<file path="src/sv/lpbg_pkg.sv">
// lpbg_pkg: shared types, register codes, reset values and the cosine scale function
`timescale 1ns / 1ps

package lpbg_pkg;

    typedef enum logic [1:0] {
        REG_PWM_PERIOD = 2'd0,
        REG_LED_MODE   = 2'd1,
        REG_PHASE_STEP = 2'd2,
        REG_UNUSED     = 2'd3
    } reg_idx_t;

    typedef enum logic [2:0] {
        MODE_HIGH_FADE = 3'd0,
        MODE_ON        = 3'd1,
        MODE_OFF       = 3'd2,
        MODE_LOW       = 3'd3,
        MODE_LOW_FADE  = 3'd4
    } led_mode_t;

    localparam logic [15:0] PERIOD_RESET = 16'd1000;
    localparam logic [2:0]  MODE_RESET   = 3'd2;
    localparam logic [15:0] STEP_RESET   = 16'd1043;
    // period/12 and period - period/12 for the reset period
    localparam logic [15:0] DIV12_RESET  = 16'd83;
    localparam logic [15:0] MAX_RESET    = 16'd917;

    // floor(n/3) = (n * 43691) >> 17, exact for 16-bit n
    localparam logic [15:0] RECIP3       = 16'd43691;
    localparam int          RECIP3_SHIFT = 17;

    localparam longint          Q30_ONE     = 64'sd1073741824;
    localparam longint unsigned HALF_PI_Q30 = 64'd1686629713;
    localparam longint          COS_DENOM [7] = '{182, 132, 90, 56, 30, 12, 2};

    // (cos + 1) / 2 in Q0.16 for table entry k of a table of 2**lg entries
    function automatic logic [15:0] cos_scale(input int unsigned k, input int unsigned lg);
        longint unsigned f;
        longint unsigned x;
        longint unsigned x2;
        longint unsigned prod;
        longint          t;
        longint          v;
        logic            neg;
        neg = 1'b0;
        t   = Q30_ONE;
        f   = longint'(k) << (32 - lg);
        if (f > 64'h8000_0000)
        begin
            f = 64'h1_0000_0000 - f;
        end
        if (f > 64'h4000_0000)
        begin
            neg = 1'b1;
            f   = 64'h8000_0000 - f;
        end
        x  = (f * HALF_PI_Q30) >> 30;
        x2 = (x * x) >> 30;
        for (int i = 0; i < 7; i++)
        begin
            prod = (x2 * longint'(t)) >> 30;
            t    = Q30_ONE - longint'(prod) / COS_DENOM[i];
            if (t < 0)
            begin
                t = 0;
            end
            if (t > Q30_ONE)
            begin
                t = Q30_ONE;
            end
        end
        v = (t + 16384) >>> 15;
        if (v > 32767)
        begin
            v = 32767;
        end
        if (neg)
        begin
            v = 32768 - v;
        end
        else
        begin
            v = 32768 + v;
        end
        return v[15:0];
    endfunction

endpackage

</file>
<file path="src/sv/led_pwm_breathing_generator.sv">
// led_pwm_breathing_generator: top level, config registers, phase memory and width pipeline
//
//  channel | signals                                        | beat
//  --------+------------------------------------------------+------------------------------
//  in      | in_valid, in_ready, tick                       | one update request
//  out     | out_valid, out_ready, pwm_width                | one pwm pulse width
//  config  | psel, penable, pwrite, paddr, pwdata, prdata   | one 32-bit register access
//
//  one beat per clock sustained while out_ready stays high; a beat reaches out_valid through
//  phase memory read at accept, cosine rom read and multiply into the output register
//  the phase sits in a one-entry ram; back-to-back beats take the phase via forwarding
//  reset: phase reads as zero until first written, no clearing pass needed
//  each stage holds under back-pressure; in_ready only falls once all stages are full
`timescale 1ns / 1ps

module led_pwm_breathing_generator #(
    parameter int COS_TABLE_DEPTH = 256,
    parameter int PHASE_BITS      = 16
) (
    input  logic        clk,
    input  logic        rst_n,
    input  logic        psel,
    input  logic        penable,
    input  logic        pwrite,
    input  logic [3:0]  paddr,
    input  logic [31:0] pwdata,
    output logic [31:0] prdata,
    output logic        pready,
    input  logic        in_valid,
    output logic        in_ready,
    input  logic        tick,
    output logic        out_valid,
    input  logic        out_ready,
    output logic [15:0] pwm_width
);

    import lpbg_pkg::*;

    localparam int IDX_W       = $clog2(COS_TABLE_DEPTH);
    localparam int STATE_DEPTH = 1;
    localparam int STATE_AW    = (STATE_DEPTH > 1) ? $clog2(STATE_DEPTH) : 1;

    typedef logic [15:0] rom_t [COS_TABLE_DEPTH];

    function automatic rom_t build_rom();
        rom_t r;
        for (int k = 0; k < COS_TABLE_DEPTH; k++)
        begin
            r[k] = cos_scale(k, IDX_W);
        end
        return r;
    endfunction

    localparam rom_t SCALE_ROM = build_rom();

    // configuration registers
    logic [15:0] period_reg;
    logic [2:0]  mode_reg;
    logic [15:0] step_reg;
    logic [15:0] div12_reg, div12_next;
    logic [15:0] max_reg, max_next;
    logic [29:0] recip_prod;
    logic        cfg_write;
    reg_idx_t    cfg_sel;

    // pipeline
    logic                  v1_reg, tick1_reg;
    logic                  fwd_valid_reg;
    logic [PHASE_BITS-1:0] fwd_phase_reg;
    logic                  mem_valid_reg;
    logic                  v2_reg;
    logic [15:0]           scale_reg;
    logic                  out_valid_reg;
    logic [15:0]           width_reg, width_next;
    logic [15:0]           last_width_reg;

    logic                  in_accept;
    logic                  out_free, s2_free, s1_free, adv1, adv2;
    logic [PHASE_BITS-1:0] ram_rdata;
    logic [PHASE_BITS-1:0] phase_cur, phase_new, phase_sel;
    logic [PHASE_BITS+15:0] phase_sum;
    logic [IDX_W-1:0]      rom_idx;
    logic [31:0]           fade_prod;
    logic [16:0]           low_fade_sum;

    assign cfg_write = psel & penable & pwrite & pready;
    assign cfg_sel   = reg_idx_t'(paddr[3:2]);
    assign pready    = 1'b1;

    always_ff @(posedge clk or negedge rst_n)
    begin
        if (!rst_n)
        begin
            period_reg <= PERIOD_RESET;
            mode_reg   <= MODE_RESET;
            step_reg   <= STEP_RESET;
        end
        else if (cfg_write)
        begin
            case (cfg_sel)
                REG_PWM_PERIOD: period_reg <= pwdata[15:0];
                REG_LED_MODE:   mode_reg   <= pwdata[2:0];
                REG_PHASE_STEP: step_reg   <= pwdata[15:0];
                default:        ;
            endcase
        end
    end

    always_comb
    begin
        case (cfg_sel)
            REG_PWM_PERIOD: prdata = {16'd0, period_reg};
            REG_LED_MODE:   prdata = {29'd0, mode_reg};
            REG_PHASE_STEP: prdata = {16'd0, step_reg};
            default:        prdata = 32'd0;
        endcase
    end

    // period/12 as (period/4)/3 by reciprocal, registered ahead of the fade multiply
    assign recip_prod = 30'(period_reg[15:2]) * 30'(RECIP3);
    assign div12_next = 16'(recip_prod[29:RECIP3_SHIFT]);
    assign max_next   = period_reg - div12_next;

    always_ff @(posedge clk or negedge rst_n)
    begin
        if (!rst_n)
        begin
            div12_reg <= DIV12_RESET;
            max_reg   <= MAX_RESET;
        end
        else
        begin
            div12_reg <= div12_next;
            max_reg   <= max_next;
        end
    end

    // stage handshakes
    assign out_free  = !out_valid_reg || out_ready;
    assign adv2      = v2_reg && out_free;
    assign s2_free   = !v2_reg || out_free;
    assign adv1      = v1_reg && s2_free;
    assign s1_free   = !v1_reg || s2_free;
    assign in_ready  = s1_free;
    assign in_accept = in_valid && in_ready;

    // phase memory: read on accept, written back as the beat leaves stage one
    lpbg_ram #(
        .WIDTH (PHASE_BITS),
        .DEPTH (STATE_DEPTH)
    ) u_phase_ram (
        .clk   (clk),
        .we    (adv1),
        .waddr (STATE_AW'(0)),
        .wdata (phase_new),
        .re    (in_accept),
        .raddr (STATE_AW'(0)),
        .rdata (ram_rdata)
    );

    always_comb
    begin
        if (fwd_valid_reg)
        begin
            phase_cur = fwd_phase_reg;
        end
        else if (mem_valid_reg)
        begin
            phase_cur = ram_rdata;
        end
        else
        begin
            phase_cur = '0;
        end
        phase_sum = (PHASE_BITS + 16)'(phase_cur) + (PHASE_BITS + 16)'(step_reg);
        phase_new = tick1_reg ? phase_sum[PHASE_BITS-1:0] : phase_cur;
        // high fade runs at twice the phase, wrapping at one turn
        if (mode_reg == MODE_HIGH_FADE)
        begin
            phase_sel = {phase_cur[PHASE_BITS-2:0], 1'b0};
        end
        else
        begin
            phase_sel = phase_cur;
        end
        rom_idx = IDX_W'({phase_sel, {IDX_W{1'b0}}} >> PHASE_BITS);
    end

    always_ff @(posedge clk or negedge rst_n)
    begin
        if (!rst_n)
        begin
            v1_reg        <= 1'b0;
            fwd_valid_reg <= 1'b0;
            mem_valid_reg <= 1'b0;
            v2_reg        <= 1'b0;
            out_valid_reg <= 1'b0;
            last_width_reg <= 16'd0;
        end
        else
        begin
            if (s1_free)
            begin
                v1_reg <= in_accept;
            end
            // a write landing with the read means the ram data is one beat old
            if (in_accept)
            begin
                fwd_valid_reg <= adv1;
            end
            if (adv1)
            begin
                mem_valid_reg <= 1'b1;
            end
            if (s2_free)
            begin
                v2_reg <= adv1;
            end
            if (adv2)
            begin
                out_valid_reg  <= 1'b1;
                last_width_reg <= width_next;
            end
            else if (out_ready)
            begin
                out_valid_reg <= 1'b0;
            end
        end
    end

    always_ff @(posedge clk)
    begin
        if (in_accept)
        begin
            tick1_reg     <= tick;
            fwd_phase_reg <= phase_new;
        end
        if (adv1)
        begin
            scale_reg <= SCALE_ROM[rom_idx];
        end
        if (adv2)
        begin
            width_reg <= width_next;
        end
    end

    // width from mode, limits and scale
    always_comb
    begin
        if (mode_reg == MODE_HIGH_FADE)
        begin
            fade_prod = 32'(max_reg) * 32'(scale_reg);
        end
        else
        begin
            fade_prod = 32'(div12_reg) * 32'(scale_reg);
        end
        low_fade_sum = 17'(fade_prod[31:16]) + 17'(max_reg);
        case (mode_reg)
            MODE_HIGH_FADE: width_next = fade_prod[31:16];
            MODE_ON:        width_next = 16'd0;
            MODE_OFF:       width_next = period_reg;
            MODE_LOW:       width_next = max_reg;
            MODE_LOW_FADE:  width_next = low_fade_sum[15:0];
            default:        width_next = last_width_reg;
        endcase
    end

    assign out_valid = out_valid_reg;
    assign pwm_width = width_reg;

    // a write coinciding with a read must be picked up by the next beat
    assert property (@(posedge clk) disable iff (!rst_n)
        (in_accept && adv1) |=> fwd_valid_reg)
        else $error("phase forward missed for back-to-back beat");

    // once the phase entry is written it is never treated as unwritten again
    assert property (@(posedge clk) disable iff (!rst_n)
        $past(adv1) |-> mem_valid_reg)
        else $error("phase memory valid flag lost after write");

    // stage two only fills from stage one
    assert property (@(posedge clk) disable iff (!rst_n)
        (!v1_reg && s2_free) |=> !v2_reg)
        else $error("stage two filled without a beat in stage one");

endmodule

</file>
<file path="src/sv/lpbg_ram.sv">
// lpbg_ram: generic single-port-write ram with registered read
`timescale 1ns / 1ps

module lpbg_ram #(
    parameter int WIDTH = 16,
    parameter int DEPTH = 1
) (
    input  logic                                         clk,
    input  logic                                         we,
    input  logic [((DEPTH > 1) ? $clog2(DEPTH) : 1)-1:0] waddr,
    input  logic [WIDTH-1:0]                             wdata,
    input  logic                                         re,
    input  logic [((DEPTH > 1) ? $clog2(DEPTH) : 1)-1:0] raddr,
    output logic [WIDTH-1:0]                             rdata
);

    logic [WIDTH-1:0] mem [DEPTH];

    always_ff @(posedge clk)
    begin
        if (we)
        begin
            mem[waddr] <= wdata;
        end
        if (re)
        begin
            rdata <= mem[raddr];
        end
    end

endmodule

</file>
<file path="config.mk">
export PLATFORM = sky130hd
export DESIGN_NAME = led_pwm_breathing_generator
export DESIGN_NICKNAME = d
export VERILOG_FILES = /design/src/sv/lpbg_pkg.sv /design/src/sv/led_pwm_breathing_generator.sv /design/src/sv/lpbg_ram.sv
export SDC_FILE = /design/constraint.sdc
export NUM_CORES = 2
export LEC_CHECK = 0
export BUFFER_PORTS_ARGS = -buffer_cell sky130_fd_sc_hd__buf_2
export CORE_MARGIN = 2
export CORE_UTILIZATION = 55
export DETAILED_ROUTE_END_ITERATION = 16
export GPL_ROUTABILITY_DRIVEN = 1
export PLACE_DENSITY = 0.72
export SYNTH_ARGS = -nofsm -noshare
export SYNTH_HDL_FRONTEND = slang
export SYNTH_SLANG_ARGS = --single-unit
</file>
<file path="constraint.sdc">
create_clock -name clk -period 22.5 [get_ports clk]
set_clock_uncertainty 0.05 [all_clocks]
set_input_delay 2.25 -clock clk [delete_from_list [all_inputs] [get_ports clk]]
set_output_delay 2.25 -clock clk [all_outputs]
set_load 0.01 [all_outputs]
</file>
-- Word-level counts from Yosys, hierarchy flattened
Memories as Yosys holds them, arrays and structs flattened. A register that Yosys moved wholly into a read port is not among the register bits.
Index checks and enable logic that the tools add are counted.
- $add $sub $neg: 3
- multiply operators: 3
- equality and inequality tests: 6
- multiplexer cells: 11
- bitwise operators: 3
- reductions and logical operators: 15
- operators with widths (operator ; number):
    16-bit case mux with 5 select lines ; 1
    16-bit two-way mux ; 4
    16-bit case mux with 3 select lines ; 1
    16-bit adder ; 2
    16-bit by 16-bit multiplier with 32-bit output ; 1
    32-bit two-way mux ; 1
    14-bit by 16-bit multiplier with 30-bit output, second input constant ; 1
    13-bit by 16-bit multiplier with 29-bit output ; 1
    16-bit by 13-bit subtractor with 16-bit output ; 1
    8-bit NOT with 9-bit output ; 1
    3-bit by 2-bit equality test with 1-bit output, second input constant ; 2
    2-bit AND reduction ; 3
    1-bit two-way mux ; 4
    3-bit by 1-bit equality test with 1-bit output, second input constant ; 1
    3-bit equality test, second input constant ; 1
    1-bit logical AND ; 3
    1-bit zero test ; 3
    3-bit zero test ; 1
    1-bit logical OR ; 3
    1-bit AND ; 2
    2-bit by 1-bit equality test with 1-bit output, second input constant ; 1
    2-bit equality test, second input constant ; 1
    2-bit zero test ; 1
    2-bit nonzero test ; 1
- register bits: 118
- bits in writable memories: 16
- ROM bits: 4096
- output and inout port bits: 51
- memories: 2
- memories (memory ; words ; width ; rd ports ; clocked after Yosys merged registers in ; write ports ; line ; source):
    (name not given) ; 256 ; 16 ; 1 ; 1 ; 0 ; led_pwm_breathing_generator.sv:240 ; scale_reg <= SCALE_ROM[rom_idx];
    u_phase_ram.mem ; 1 ; 16 ; 1 ; 1 ; 1 ; lpbg_ram.sv:17 ; logic [WIDTH-1:0] mem [DEPTH];

-- Longest topological paths before layout
- word-level depth: 6
- gate-level depth with buffers: 35
- mapped depth without buffers: 33

-- By module
Synthesis repeated with hierarchy kept, for this count alone.
- cells, all modules: 3559
- area total of the unflattened synthesis: 31089.8 um^2
- by module, submodules not included (module ; instances ; cells each ; area an instance (um^2)):
    led_pwm_breathing_generator ; 1 ; 3527 ; 30128.9
    lpbg_ram ; 1 ; 32 ; 960.9

-- Worst setup path before layout
No wires, ideal clock.
- kind: register to register
- from: register max_reg[8]
- to: register width_reg[15] (netlist: pwm_width[15]) (data pin)
- setup time: 0.254 ns
- arrival: 7.713 ns
- required time: 22.196 ns
- setup slack: 14.483 ns
- stages on the path, launching flop included: 33
- buffers on the path: 2
- clock period less this slack: 8.017 ns
- path through: dfstp_2 > clkbuf_1 > clkbuf_1 > nand2_1 > fa_1 > inv_1 > fa_1 > fa_1 > fa_1 > fa_1 > inv_1 > fa_1 > inv_1 > ha_1 > nand2_1 > o21ai_0 > o31ai_1 > a31oi_1 > o21bai_1 > a21boi_0 > o21a_1 > nor3_1 > a21o_1 > ha_1 > or3_1 > a2bb2oi_1 > a41oi_1 > o21ai_0 > o21ai_0 > xnor2_1 > a21oi_1 > o31ai_1 > o21a_1
- cells in the longest elaborated chain, start to end: 4
- RTL lines (what ; line ; source):
    from (decl) ; led_pwm_breathing_generator.sv:61 ; logic [15:0] max_reg, max_next;
    from (signal assigned) ; led_pwm_breathing_generator.sv:134 ; max_reg <= max_next;
    16-bit by 16-bit multiplier with 32-bit output ; led_pwm_breathing_generator.sv:253 ; fade_prod = 32'(max_reg) * 32'(scale_reg);
    32-bit two-way mux ; led_pwm_breathing_generator.sv:251 ; if (mode_reg == MODE_HIGH_FADE)
    16-bit adder ; led_pwm_breathing_generator.sv:259 ; low_fade_sum = 17'(fade_prod[31:16]) + 17'(max_reg);
    16-bit case mux with 5 select lines * ; led_pwm_breathing_generator.sv:260 ; case (mode_reg)
    named net width_next[15] ; led_pwm_breathing_generator.sv:74 ; logic [15:0] width_reg, width_next;
    to (signal assigned) ; led_pwm_breathing_generator.sv:244 ; width_reg <= width_next;
    to (decl) ; led_pwm_breathing_generator.sv:74 ;
The timed path passes the listed nets; every way through them passes the cells marked *.
A chain may end at the register's enable or synchronous reset.

-- Worst setup path after layout
- from: register max_reg[7]
- to: register width_reg[15] (netlist: pwm_width[15]) (data pin)
Same word-level chain as after synthesis.

==> flow_metrics.env <==
export IMPL_nets=4250
export IMPL_num_vias=25933
export IMPL_drv_cap=0
export IMPL_synth_ff_type="edfxtp_1"
export IMPL_cts_resized_gates=0
export IMPL_clockBufferDepth=2
export IMPL_worstSetupStartpoint="max_reg[7]"
export IMPL_worstHoldPathType="reg -> reg"
export IMPL_synth_area_leader_cell="fa_1"
export IMPL_postCtsSetupBuffers=0
export IMPL_numCtsBuffers=17
export IMPL_drc=0
export IMPL_cts_clk_slew_worst_paths_ns=0.08
export IMPL_synthTopCellsByArea="fa_1, ha_1, edfxtp_1, inv_1, nand2_1"
export IMPL_setup_slack_ns=13.36
export IMPL_fmax_mhz=109.4
export IMPL_rows=86
export IMPL_wl_per_cell_um=20.94
export IMPL_r2r_end="pwm_width[15]"
export IMPL_rrSetupSlack_ns=13.36
export IMPL_synth_top_cell_area_share_pct=26.50
export IMPL_first_global_vias=26290
export IMPL_cts_root_buf="clkbuf_16"
export IMPL_seq_area_frac_synth_pct=14.99
export IMPL_tightest_slew_ns=1.411
export IMPL_ys_ff_latch=166
export IMPL_worstPathArrival_ns=9.30
export IMPL_ctsHoldBuffers=0
export IMPL_place_inst=4199
export IMPL_die_y_um=239.8
export IMPL_crit_fanout=18
export IMPL_ant_nets=0
export IMPL_grt_usage_pct=31.80
export IMPL_cts_tree="done"
export IMPL_fillers=4954
export IMPL_place_hpwl_um=63230
export IMPL_fp_dieW_um=239.8
export IMPL_drt_wl_total_um=88630
export IMPL_start_util_pct=55.53
export IMPL_grt_first_pass_wirelength_um=142400
export IMPL_cp_required_ns=22.66
export IMPL_worstSkewPairLatency_ns=0.45
export IMPL_timing_final_crit_share_pct=40.64
export IMPL_layout_drive_gt1_share_pct=7.149
export IMPL_routed_via_density=6.128
export IMPL_antenna_found_initial=1
export IMPL_start_kind="flip-flop"
export IMPL_hold_start="u_phase_ram.mem[0][10]"
export IMPL_slew_headroom_pct=5.334
export IMPL_setup_violations=0
export IMPL_tns_ns=0
export IMPL_htreeDepth=4
export IMPL_synth_edf_count=81
export IMPL_r2r_start="max_reg[7]"
export IMPL_io_pins=95
export IMPL_post_place_ws_ns=13.63
export IMPL_hold_depth=0
export IMPL_rsz0062_at_grt="false"
export IMPL_firstDrtPassIters=7
export IMPL_worstHoldEndpoint="u_phase_ram.rdata[10]"
export IMPL_final_cell_mix="inv_1, nand2_1, fa_1"
export IMPL_cp_end_kind="flip-flop"
export IMPL_slowest_delay_ns=0.86
export IMPL_crit_path_top_delay_cell="dfstp_2"
export IMPL_critical_path_class="reg -> reg"
export IMPL_synth_async_reset_ratio_pct=51.20
export IMPL_whs_ns=0.3671
export IMPL_fin_crit_ns=9.143
export IMPL_dieArea_mm2=0.05752
export IMPL_gp_congestion=1.024
export IMPL_grt_max_degree=80
export IMPL_core_area_mm2=0.05509
export IMPL_status="complete, no violations"
export IMPL_finalMaxSlewViolations=0
export IMPL_final_cells=4232
export IMPL_drt_initial_drc_count=3033
export IMPL_hold_violations=0
export IMPL_areaGrowthSynthToFinish_pct=4.953
export IMPL_cts_sinks=166
export IMPL_layout_commonest_cell="inv_1"
export IMPL_synth_cell_types=82
export IMPL_netlist_area_mm2=0.03059
export IMPL_io_buffers=59
export IMPL_r2r_cells=32
export IMPL_yosys_warnings=0
export IMPL_syn_instance_count=3534
export IMPL_synth_area_per_cell_um2=8.656
export IMPL_gr_total_overflow=0
==> cell type report <==
type | count | area, µm² | area share [%]
Clock inverter | 15 | 178.9 | 0.5573
Multi-Input combinational cell | 2612 | 23120 | 72.00
Clock buffer | 17 | 425.4 | 1.325
Inverter | 545 | 2046 | 6.372
Timing Repair Buffer | 128 | 815.8 | 2.541
Tap cell | 748 | 935.9 | 2.915
Sequential cell | 166 | 4586 | 14.28
Antenna cell | 1 | 2.502 | 0.007794
==> layer usage <==
metal  up-vias  wire (µm)  track usage, %
met2      1336      41120           51.65
met3       345       8226           5.947
li1      11597          -               -
met1     12655      35180           41.77
met4         0       4103           13.44
met5         -          0               0
==> cell usage after synthesis, drive strengths merged (13+ instances only) <==
cell and count:
a211oi 39, a21o 19, a21oi 172, a221oi 20, a22o 13, a311oi 18
a31oi 44, and2 197, buf 66, clkbuf 160, dfrtp 64, dfstp 21
edfxtp 81, fa 405, ha 331, inv 543, mux2 39, mux2i 20
nand2 427, nand2b 18, nand3 39, nand4 16, nor2 188, nor2b 16
nor3 51, o211ai 36, o21a 20, o21ai 168, o21bai 13, o22ai 23
o311ai 23, o31ai 14, xnor2 49, xor2 27
==> logic make-up after synthesis <==
family	after synthesis	share of synthesized area, %
flip-flops	166	14.99
buffers and inverters	771	9.853
other	2	0.02455
AO/OA/AOI/OAI	728	15.76
XOR/XNOR	76	2.176
multiplexers	59	2.090
AND/OR/NAND/NOR	996	15.07
adder cells (fa/ha/maj)	736	40.04
==> worst max-delay path: cells and delay by family, from the launching register on <==
family | cells | cell delay [ns]
adder cells (fa/ha/maj) | 8 | 3.64
AO/OA/AOI/OAI | 13 | 3.11
buffers and inverters | 5 | 0.27
AND/OR/NAND/NOR | 4 | 0.37
flip-flops | 1 | 0.86
XOR/XNOR | 2 | 0.56
==> stage by stage <==
stage | cell area (µm²) | utilization (%)
floorplan | 30650 | -
global placement | 31500 | 57.18
detailed placement | 31500 | 57.18
CTS | 32100 | 58.27
global route | 32100 | 58.27
finish | 32110 | 58.28
==> worst max-delay path by stage <==
stage / end / slack, ns / cells past startpoint
floorplan: pwm_width[15] / 14.48 / 32
global placement: pwm_width[15] / 13.73 / 31
detailed placement: pwm_width[15] / 13.63 / 32
CTS: pwm_width[15] / 13.60 / 32
global route: pwm_width[13] / 13.01 / 32
finish: pwm_width[15] / 13.36 / 32
Power is not shown: default switching activity piles up to over one toggle a cycle in this logic, so the estimate is an artifact.
